File: config.mk
export PLATFORM = sky130hd
export DESIGN_NAME = levenshtein_edit_distance_flat
export DESIGN_NICKNAME = d
export VERILOG_FILES = /design/src/rtl/core/lev_pkg.sv /design/src/rtl/core/lev_in_if.sv /design/src/rtl/core/lev_out_if.sv /design/src/rtl/core/lev_cell.sv /design/src/rtl/core/lev_datapath.sv /design/src/rtl/core/lev_ctrl.sv /design/src/rtl/core/levenshtein_edit_distance.sv /design/src/flat_wrapper.sv
export SDC_FILE = /design/constraint.sdc
export NUM_CORES = 2
export LEC_CHECK = 0
export BUFFER_PORTS_ARGS = -buffer_cell sky130_fd_sc_hd__buf_2
export CORE_UTILIZATION = 50
export DETAILED_ROUTE_END_ITERATION = 10
export PLACE_DENSITY_LB_ADDON = 0.15
export SLEW_MARGIN = 40
export SYNTH_ARGS = -nofsm -noshare
export SYNTH_HDL_FRONTEND = slang
export SYNTH_HIERARCHICAL = 1
export SYNTH_SLANG_ARGS = --single-unit
File: constraint.sdc
create_clock -name clk_i -period 5.59 [get_ports clk_i]
set_input_delay 0.2795 -clock clk_i [delete_from_list [all_inputs] [get_ports clk_i]]
set_output_delay 0.2795 -clock clk_i [all_outputs]
set_load 0.1 [all_outputs]
File: src/rtl/core/lev_pkg.sv
// Package for the Levenshtein edit distance block.
// Holds the sizes, command codes and controller/datapath structs.
// Used by the interfaces and by every module of the block.
package lev_pkg;

  localparam int MAX_CHARS = 64;
  localparam int CHAR_W    = 8;
  localparam int CMD_W     = 2;
  localparam int DIST_W    = 7;
  localparam int LEN_W     = $clog2(MAX_CHARS + 1);
  localparam int ADDR_W    = (MAX_CHARS > 1) ? $clog2(MAX_CHARS) : 1;
  localparam int CNT_W     = $clog2(2 * MAX_CHARS + 3);

  typedef enum logic [CMD_W-1:0] {
    CMD_APPEND_FIRST  = 2'd0,
    CMD_APPEND_SECOND = 2'd1,
    CMD_COMPUTE       = 2'd2
  } lev_cmd_e;

  // One column of the systolic cost array.
  typedef struct packed {
    logic              tok;
    logic [CHAR_W-1:0] ch;
    logic [LEN_W-1:0]  val;
    logic [LEN_W-1:0]  old;
  } lev_pe_t;

  // Commands from the controller to the datapath.
  typedef struct packed {
    logic              init;
    logic              wr_first;
    logic              wr_second;
    logic [ADDR_W-1:0] wr_addr;
    logic [CHAR_W-1:0] wr_char;
    logic              feed;
    logic [ADDR_W-1:0] rd_addr;
    logic [LEN_W-1:0]  sel_len;
  } lev_cmd_t;

  // Status from the datapath to the controller.
  typedef struct packed {
    logic [LEN_W-1:0] distance;
  } lev_stat_t;

endpackage

File: src/rtl/core/lev_in_if.sv
// Input channel interface of the Levenshtein edit distance block.
// Depends on lev_pkg for the field widths.
interface lev_in_if
  import lev_pkg::*;
();
  logic              valid;
  logic              ready;
  logic [CMD_W-1:0]  cmd;
  logic [CHAR_W-1:0] char_code;

  modport source (output valid, output cmd, output char_code, input ready);
  modport sink   (input valid, input cmd, input char_code, output ready);
endinterface

File: src/rtl/core/lev_out_if.sv
// Output channel interface of the Levenshtein edit distance block.
// Depends on lev_pkg for the field widths.
interface lev_out_if
  import lev_pkg::*;
();
  logic              valid;
  logic              ready;
  logic [DIST_W-1:0] distance;
  logic              truncated;

  modport source (output valid, output distance, output truncated, input ready);
  modport sink   (input valid, input distance, input truncated, output ready);
endinterface

File: src/rtl/core/lev_cell.sv
// One column cell of the systolic edit distance array.
// Depends on lev_pkg for the cell struct and widths.
module lev_cell
  import lev_pkg::*;
(
  input  logic              clk_i,
  input  logic              rst_ni,
  input  logic              init_i,
  input  logic [LEN_W-1:0]  init_val_i,
  input  logic [CHAR_W-1:0] b_char_i,
  input  lev_pe_t           left_i,
  output lev_pe_t           pe_o
);

  logic              tok_q;
  logic [CHAR_W-1:0] ch_q;
  logic [LEN_W-1:0]  val_q;
  logic [LEN_W-1:0]  old_q;
  logic [LEN_W-1:0]  min_val;
  logic [LEN_W-1:0]  val_d;

  always_comb begin
    min_val = val_q;
    if (left_i.val < min_val) begin
      min_val = left_i.val;
    end
    if (left_i.old < min_val) begin
      min_val = left_i.old;
    end
    if (left_i.ch == b_char_i) begin
      val_d = left_i.old;
    end else begin
      val_d = min_val + LEN_W'(1);
    end
  end

  always_ff @(posedge clk_i or negedge rst_ni) begin
    if (!rst_ni) begin
      tok_q <= 1'b0;
    end else if (init_i) begin
      tok_q <= 1'b0;
    end else begin
      tok_q <= left_i.tok;
    end
  end

  always_ff @(posedge clk_i) begin
    if (init_i) begin
      val_q <= init_val_i;
    end else if (left_i.tok) begin
      old_q <= val_q;
      val_q <= val_d;
      ch_q  <= left_i.ch;
    end
  end

  assign pe_o.tok = tok_q;
  assign pe_o.ch  = ch_q;
  assign pe_o.val = val_q;
  assign pe_o.old = old_q;

endmodule

File: src/rtl/core/lev_datapath.sv
// Datapath of the edit distance block: string buffers and systolic cost array.
// Depends on lev_pkg and instantiates lev_cell once per column.
module lev_datapath
  import lev_pkg::*;
(
  input  logic      clk_i,
  input  logic      rst_ni,
  input  lev_cmd_t  cmd_i,
  output lev_stat_t stat_o
);

  logic [CHAR_W-1:0] first_mem [MAX_CHARS];
  logic [CHAR_W-1:0] second_q  [MAX_CHARS];
  logic [CHAR_W-1:0] rdata_q;
  logic              feed_q;
  logic              tok0_q;
  logic [CHAR_W-1:0] ch0_q;
  logic [LEN_W-1:0]  val0_q;
  logic [LEN_W-1:0]  old0_q;
  logic [LEN_W-1:0]  res_q;
  lev_pe_t           pe [MAX_CHARS+1];

  always_ff @(posedge clk_i) begin
    if (cmd_i.wr_first) begin
      first_mem[cmd_i.wr_addr] <= cmd_i.wr_char;
    end
    if (cmd_i.feed) begin
      rdata_q <= first_mem[cmd_i.rd_addr];
    end
  end

  always_ff @(posedge clk_i) begin
    if (cmd_i.wr_second) begin
      second_q[cmd_i.wr_addr] <= cmd_i.wr_char;
    end
  end

  always_ff @(posedge clk_i or negedge rst_ni) begin
    if (!rst_ni) begin
      feed_q <= 1'b0;
      tok0_q <= 1'b0;
    end else begin
      feed_q <= cmd_i.feed;
      tok0_q <= feed_q && !cmd_i.init;
    end
  end

  // Column zero holds the row number; it injects one character per row.
  always_ff @(posedge clk_i) begin
    if (cmd_i.init) begin
      val0_q <= '0;
    end else if (feed_q) begin
      old0_q <= val0_q;
      val0_q <= val0_q + LEN_W'(1);
      ch0_q  <= rdata_q;
    end
  end

  assign pe[0].tok = tok0_q;
  assign pe[0].ch  = ch0_q;
  assign pe[0].val = val0_q;
  assign pe[0].old = old0_q;

  for (genvar j = 1; j <= MAX_CHARS; j++) begin : g_col
    lev_cell u_cell (
      .clk_i      (clk_i),
      .rst_ni     (rst_ni),
      .init_i     (cmd_i.init),
      .init_val_i (LEN_W'(j)),
      .b_char_i   (second_q[j-1]),
      .left_i     (pe[j-1]),
      .pe_o       (pe[j])
    );
  end

  always_ff @(posedge clk_i) begin
    res_q <= pe[cmd_i.sel_len].val;
  end

  assign stat_o.distance = res_q;

endmodule

File: src/rtl/core/lev_ctrl.sv
// Controller of the edit distance block: handshakes, lengths and sequencing.
// Depends on lev_pkg and the channel interfaces; drives lev_datapath.
module lev_ctrl
  import lev_pkg::*;
(
  input  logic      clk_i,
  input  logic      rst_ni,
  lev_in_if.sink    in_i,
  lev_out_if.source out_o,
  output lev_cmd_t  cmd_o,
  input  lev_stat_t stat_i
);

  localparam logic ST_IDLE = 1'b0;
  localparam logic ST_RUN  = 1'b1;

  logic              state_q, state_d;
  logic [LEN_W-1:0]  len_a_q, len_a_d;
  logic [LEN_W-1:0]  len_b_q, len_b_d;
  logic              ovf_q, ovf_d;
  logic [CNT_W-1:0]  cnt_q, cnt_d;
  logic              out_valid_q, out_valid_d;
  logic              trunc_q, trunc_d;
  logic [DIST_W-1:0] dist_q, dist_d;
  logic              in_fire;
  logic [CNT_W-1:0]  end_cnt;
  logic              at_end;
  logic              finish;

  assign in_fire = in_i.valid && in_i.ready;
  assign end_cnt = CNT_W'(len_a_q) + CNT_W'(len_b_q) + CNT_W'(2);
  assign at_end  = (state_q == ST_RUN) && (cnt_q == end_cnt);
  assign finish  = at_end && (!out_valid_q || out_o.ready);

  always_comb begin
    state_d     = state_q;
    len_a_d     = len_a_q;
    len_b_d     = len_b_q;
    ovf_d       = ovf_q;
    cnt_d       = cnt_q;
    out_valid_d = out_valid_q;
    trunc_d     = trunc_q;
    dist_d      = dist_q;

    cmd_o           = '0;
    cmd_o.wr_char   = in_i.char_code;
    cmd_o.sel_len   = len_b_q;
    cmd_o.rd_addr   = cnt_q[ADDR_W-1:0];

    if (out_valid_q && out_o.ready) begin
      out_valid_d = 1'b0;
    end

    unique case (state_q)
      ST_IDLE: begin
        if (in_fire) begin
          unique case (in_i.cmd)
            CMD_APPEND_FIRST: begin
              if (len_a_q < LEN_W'(MAX_CHARS)) begin
                cmd_o.wr_first = 1'b1;
                cmd_o.wr_addr  = len_a_q[ADDR_W-1:0];
                len_a_d        = len_a_q + LEN_W'(1);
              end else begin
                ovf_d = 1'b1;
              end
            end
            CMD_APPEND_SECOND: begin
              if (len_b_q < LEN_W'(MAX_CHARS)) begin
                cmd_o.wr_second = 1'b1;
                cmd_o.wr_addr   = len_b_q[ADDR_W-1:0];
                len_b_d         = len_b_q + LEN_W'(1);
              end else begin
                ovf_d = 1'b1;
              end
            end
            CMD_COMPUTE: begin
              cmd_o.init = 1'b1;
              cnt_d      = '0;
              state_d    = ST_RUN;
            end
            default: begin
            end
          endcase
        end
      end
      ST_RUN: begin
        cmd_o.feed = (cnt_q < CNT_W'(len_a_q));
        if (finish) begin
          out_valid_d = 1'b1;
          dist_d      = DIST_W'(stat_i.distance);
          trunc_d     = ovf_q;
          len_a_d     = '0;
          len_b_d     = '0;
          ovf_d       = 1'b0;
          state_d     = ST_IDLE;
        end else if (!at_end) begin
          cnt_d = cnt_q + CNT_W'(1);
        end
      end
      default: begin
        state_d = ST_IDLE;
      end
    endcase
  end

  always_ff @(posedge clk_i or negedge rst_ni) begin
    if (!rst_ni) begin
      state_q     <= ST_IDLE;
      len_a_q     <= '0;
      len_b_q     <= '0;
      ovf_q       <= 1'b0;
      cnt_q       <= '0;
      out_valid_q <= 1'b0;
    end else begin
      state_q     <= state_d;
      len_a_q     <= len_a_d;
      len_b_q     <= len_b_d;
      ovf_q       <= ovf_d;
      cnt_q       <= cnt_d;
      out_valid_q <= out_valid_d;
    end
  end

  always_ff @(posedge clk_i) begin
    trunc_q <= trunc_d;
    dist_q  <= dist_d;
  end

  assign in_i.ready      = (state_q == ST_IDLE);
  assign out_o.valid     = out_valid_q;
  assign out_o.distance  = dist_q;
  assign out_o.truncated = trunc_q;

  a_compute_starts: assert property (@(posedge clk_i) disable iff (!rst_ni)
    in_fire && (in_i.cmd == CMD_COMPUTE) |=> (state_q == ST_RUN) && (cnt_q == '0))
    else $error("compute transaction did not start the sweep");

  a_cnt_bounded: assert property (@(posedge clk_i) disable iff (!rst_ni)
    (state_q == ST_RUN) |-> (cnt_q <= end_cnt))
    else $error("sweep counter ran past the end of the sweep");

  a_finish_clears: assert property (@(posedge clk_i) disable iff (!rst_ni)
    finish |=> (len_a_q == '0) && (len_b_q == '0) && !ovf_q && out_valid_q)
    else $error("finished sweep did not clear the strings or post a result");

  a_feed_in_range: assert property (@(posedge clk_i) disable iff (!rst_ni)
    cmd_o.feed |-> (state_q == ST_RUN) && (cnt_q < CNT_W'(len_a_q)))
    else $error("character fed outside the first string");

endmodule

File: src/rtl/core/levenshtein_edit_distance.sv
// Levenshtein edit distance between two byte strings of up to MAX_CHARS bytes.
// Top level; depends on lev_pkg, lev_in_if, lev_out_if, lev_ctrl, lev_datapath.
//
// The input channel carries one transaction per command. Command append-first
// or append-second stores char_code at the end of that string;
// a byte past capacity is dropped and sets the truncation flag. Command
// compute runs a systolic sweep: one column cell per character of the second
// string, with the first string streamed in one character per cycle. The
// result of a compute transaction is posted once the wavefront has crossed
// the cell array. Unused command codes are accepted and ignored. No input
// is taken during a sweep.
// The result (distance, truncated) sits in an output register; appends are
// still accepted while it waits. If the receiver stalls at the end of a
// sweep, the sweep holds its result until the output register is free.
// Reset empties both strings, clears the flag and drops any pending result.
module levenshtein_edit_distance
  import lev_pkg::*;
(
  input  logic      clk_i,
  input  logic      rst_ni,
  lev_in_if.sink    in_i,
  lev_out_if.source out_o
);

  lev_cmd_t  cmd;
  lev_stat_t stat;

  lev_ctrl u_ctrl (
    .clk_i  (clk_i),
    .rst_ni (rst_ni),
    .in_i   (in_i),
    .out_o  (out_o),
    .cmd_o  (cmd),
    .stat_i (stat)
  );

  lev_datapath u_datapath (
    .clk_i  (clk_i),
    .rst_ni (rst_ni),
    .cmd_i  (cmd),
    .stat_o (stat)
  );

endmodule
File: src/flat_wrapper.sv
// flat-port wrapper written by rule: the top's interface ports become plain ports
module levenshtein_edit_distance_flat import lev_pkg::*;
  (clk_i, rst_ni, in_i_valid, in_i_cmd, in_i_char_code, in_i_ready, out_o_valid, out_o_distance, out_o_truncated, out_o_ready);
  lev_in_if in_i_i ();
  lev_out_if out_o_i ();
  input  logic clk_i;
  input  logic rst_ni;
  input wire logic [$bits(in_i_i.valid)-1:0] in_i_valid;
  input wire logic [$bits(in_i_i.cmd)-1:0] in_i_cmd;
  input wire logic [$bits(in_i_i.char_code)-1:0] in_i_char_code;
  output wire logic [$bits(in_i_i.ready)-1:0] in_i_ready;
  output wire logic [$bits(out_o_i.valid)-1:0] out_o_valid;
  output wire logic [$bits(out_o_i.distance)-1:0] out_o_distance;
  output wire logic [$bits(out_o_i.truncated)-1:0] out_o_truncated;
  input wire logic [$bits(out_o_i.ready)-1:0] out_o_ready;
  assign in_i_i.valid = in_i_valid;
  assign in_i_i.cmd = in_i_cmd;
  assign in_i_i.char_code = in_i_char_code;
  assign in_i_ready = in_i_i.ready;
  assign out_o_valid = out_o_i.valid;
  assign out_o_distance = out_o_i.distance;
  assign out_o_truncated = out_o_i.truncated;
  assign out_o_i.ready = out_o_ready;
  levenshtein_edit_distance u_core (.clk_i(clk_i), .rst_ni(rst_ni), .in_i(in_i_i), .out_o(out_o_i));
endmodule
==> summary.md <==
| Metric | Value |
|---|---|
| Layout cells sized above 1 | 12.99% |
| Unrepaired setup endpoints after global routing | false |
| Final worst-path cycle share | 92.34% |
| Die area | 309100 sq um |
| Worst skew pair latency | 0.93 ns |
| Outcome | completed |
| Slew @ Worst Pin | 0.9383 ns |
| DRC viols | 0 |
| Post-DP HPWL | 295.1 mm |
| TritonCTS clock tree | yes |
| Max_cap viols | 0 |
| Clock Root Buffer | clkbuf_16 |
| Final Non-Filler Cells | 18160 |
| Vias | 107900 |
| Pins over their slew limit | 0 |
| DIE HEIGHT | 555.9 um |
| PortBufs | 23 |
| First-pass GRT wire length | 643.6 mm |
| Post-Syn Area | 153400 sq um |
| Total track usage | 26.89% |
| Worst vdd ir | 0.4231 mV |
| CP Buf/Inv Count | 1 |
| Drt via density | 5.942 |
| Clk pin slew, worst setup/hold paths | 0.07 ns |
| WL final | 423.3 mm |
| Crit path largest cell delay | 0.56 ns |
| CTS Buf Count | 293 |
| Hold buffer count at CTS | 16 |
| Power, Total | 119.3 mW |
| CP Launch Type | register |
| Core box area | 305600 sq um |
| Initial Utilization | 50.21% |
| Total gr overflow | 0 |
| Worst Path Max Fanout | 13 |
| Pin count of the biggest net entering global routing | 129 |
| Final setup violation count | 0 |
| Slowest CP cell | a21oi_2 |
| Cells along the critical path | buf_4 -> ha_1 -> a21oi_1 -> o21ai_1 -> a21oi_2 -> mux2i_1 -> ha_1 -> nand4_1 -> a311oi_4 -> nor2_4 -> mux2_2 -> ha_1 -> nand3_1 -> mux2i_1 -> xnor2_1 -> nand2_1 -> mux2_1 -> o221ai_1 |
| Leakage | 65.75 nW |
| # clock sinks | 2552 |
| Antenna viol nets, final | 0 |
| Ys Warns | 6 |
| Die outline width | 555.9 um |
| Postcts setup bufs | 0 |
| Final TNS setup | 0 ns |
| CP endpoint kind | register |
| Largest buffer count on any clock path | 4 |
| CP Data Arrival Time | 5.87 ns |
| # IOs | 24 |
| Rel. slew slack | 36.87% |
| Routability cong. | 0.9324 |
| Post_cts resized | 0 |
| Starting DRT DRC Count | 9776 |
| Cells after DPL | 17590 |
| Clk_skew | 0.06990 ns |
| WS Path Type | reg -> reg |
| Pwr Density | 698.1 nW/um^2 |
| WL/cell | 23.31 um |
| Cells after Synth | 13250 |
| Layout area overhead | 11.41% |
| CTS H-tree lvls | 5 |
| Fmax | 193.7 MHz |
| Row cnt | 203 |
| Mean Syn Cell Area | 11.58 sq um |
| Drt pass-1 iters | 6 |
| Nets@finish | 14610 |
| Fin crit period | 5.162 ns |
| Top delay family on crit path | compound AO/OA/AOI/OAI gates |
| Antenna violations before repair | 18 |
| Number of global-route vias before repair | 105100 |
| Data required, critical path | 6.30 ns |
| Fin. Hold Viols | 0 |
| Hold WC Path Type | in -> reg |
| Most Frequent Cell on Critical Path | ha_1 |
[cells in the final DEF, fill, tap and decap left out, drive strengths merged, types with 542 or more instances in the layout]
master / count
inv: 685
nand2: 1272
xor2: 650
a21oi: 727
ha: 791
edfxtp: 2448
o21ai: 542
nand3: 593
mux2i: 744
nor2: 765
[sequential cells by signal, summed over array words and instances, names as in the netlist]
register and flops:
u_core/u_datapath/g_col.u_cell/ch_q 504, u_core/u_ctrl/out_o.truncated 1, u_core/u_datapath/ch0_q 8, u_core/u_datapath/g_col.u_cell/tok_q 63, u_core/u_datapath/first_mem 512, u_core/u_datapath/rdata_q 8, u_core/u_datapath/g_col.u_cell/old_q 441, u_core/u_ctrl/state_q 1
u_core/u_ctrl/len_a_q 7, u_core/u_datapath/stat_o 7, u_core/u_datapath/second_q 512, u_core/u_datapath/g_col.u_cell/val_q 448, u_core/u_ctrl/out_o.valid 1, u_core/u_ctrl/ovf_q 1, u_core/u_ctrl/len_b_q 7, u_core/u_ctrl/out_o.distance 7
u_core/u_ctrl/cnt_q 8, u_core/u_datapath/old0_q 7, u_core/u_datapath/feed_q 1, u_core/u_datapath/tok0_q 1, u_core/u_datapath/val0_q 7
[per-layer routing]
metal	vias up	GRT usage (%)	share of wire (%)
met5	-	0	0.0080
met3	725	3.131	6.1
li1	50150	-	-
met1	53480	37.63	44
met4	6	9.771	3.7
met2	3528	43.11	46
[metrics by stage]
step | utilization, % | cell area [sq um] | hold WS (ns) | worst slack, ns
after floorplan | - | 155100 | -0.01609 | 1.273
after global placement | 52.48 | 160400 | 0.3644 | 0.5867
after detailed placement | 52.59 | 160700 | 0.3630 | 0.5578
after CTS | 55.86 | 170700 | 0.2116 | 0.5226
after global routing | 55.93 | 170900 | 0.2768 | 0.1098
final | 55.94 | 170900 | 0.2923 | 0.4284
[area by class of cell]
type | count | area [sq um]
multi-input combinational | 9842 | 73690
antenna | 13 | 32.53
tap | 4100 | 5130
timing repair buffer | 450 | 3707
fill | 25200 | 134600
sequential | 2552 | 76060
inverter | 668 | 2507
clock inverter | 182 | 2126
clock buffer | 351 | 7674
[power by group]
group / leakage, nW / switching, mW / internal [mW]
registers: 24.0 / 6.99 / 29.1
logic: 37.1 / 35.8 / 27.8
clock network: 4.72 / 8.21 / 11.4
total: 65.8 / 51.0 / 68.4
[final timing paths]
check,slack (ns),start,cells after the start,to
setup reg to reg,0.43,u_core/u_datapath/g_col[8].u_cell/val_q[2],18,u_core/u_datapath/g_col[9].u_cell/val_q[4]
hold reg to reg,0.40,u_core/u_datapath/rdata_q[1],0,u_core/u_datapath/ch0_q[1]
hold / removal,0.29,out_o_ready,4,u_core/u_ctrl/out_o.valid
max in group asynchronous,3.89,rst_ni,4,u_core/u_datapath/g_col[21].u_cell/tok_q
min in group asynchronous,0.47,rst_ni,3,u_core/u_datapath/g_col[32].u_cell/tok_q
setup / recovery,0.43,u_core/u_datapath/g_col[8].u_cell/val_q[2],18,u_core/u_datapath/g_col[9].u_cell/val_q[4]
[worst reg2reg max path, delay by kind of cell, from the launching register on]
family | cells | cell delay (ns)
xor gates and xnor gates | 1 | 0.16
muxes | 4 | 1.26
adders and majority gates | 3 | 0.85
and+or+nand+nor | 4 | 0.50
AOI/OAI and AO/OA | 5 | 1.46
DFF | 1 | 0.51
buffers and inverters | 1 | 0.24
Note: power is estimated with default switching activity, not from simulation.
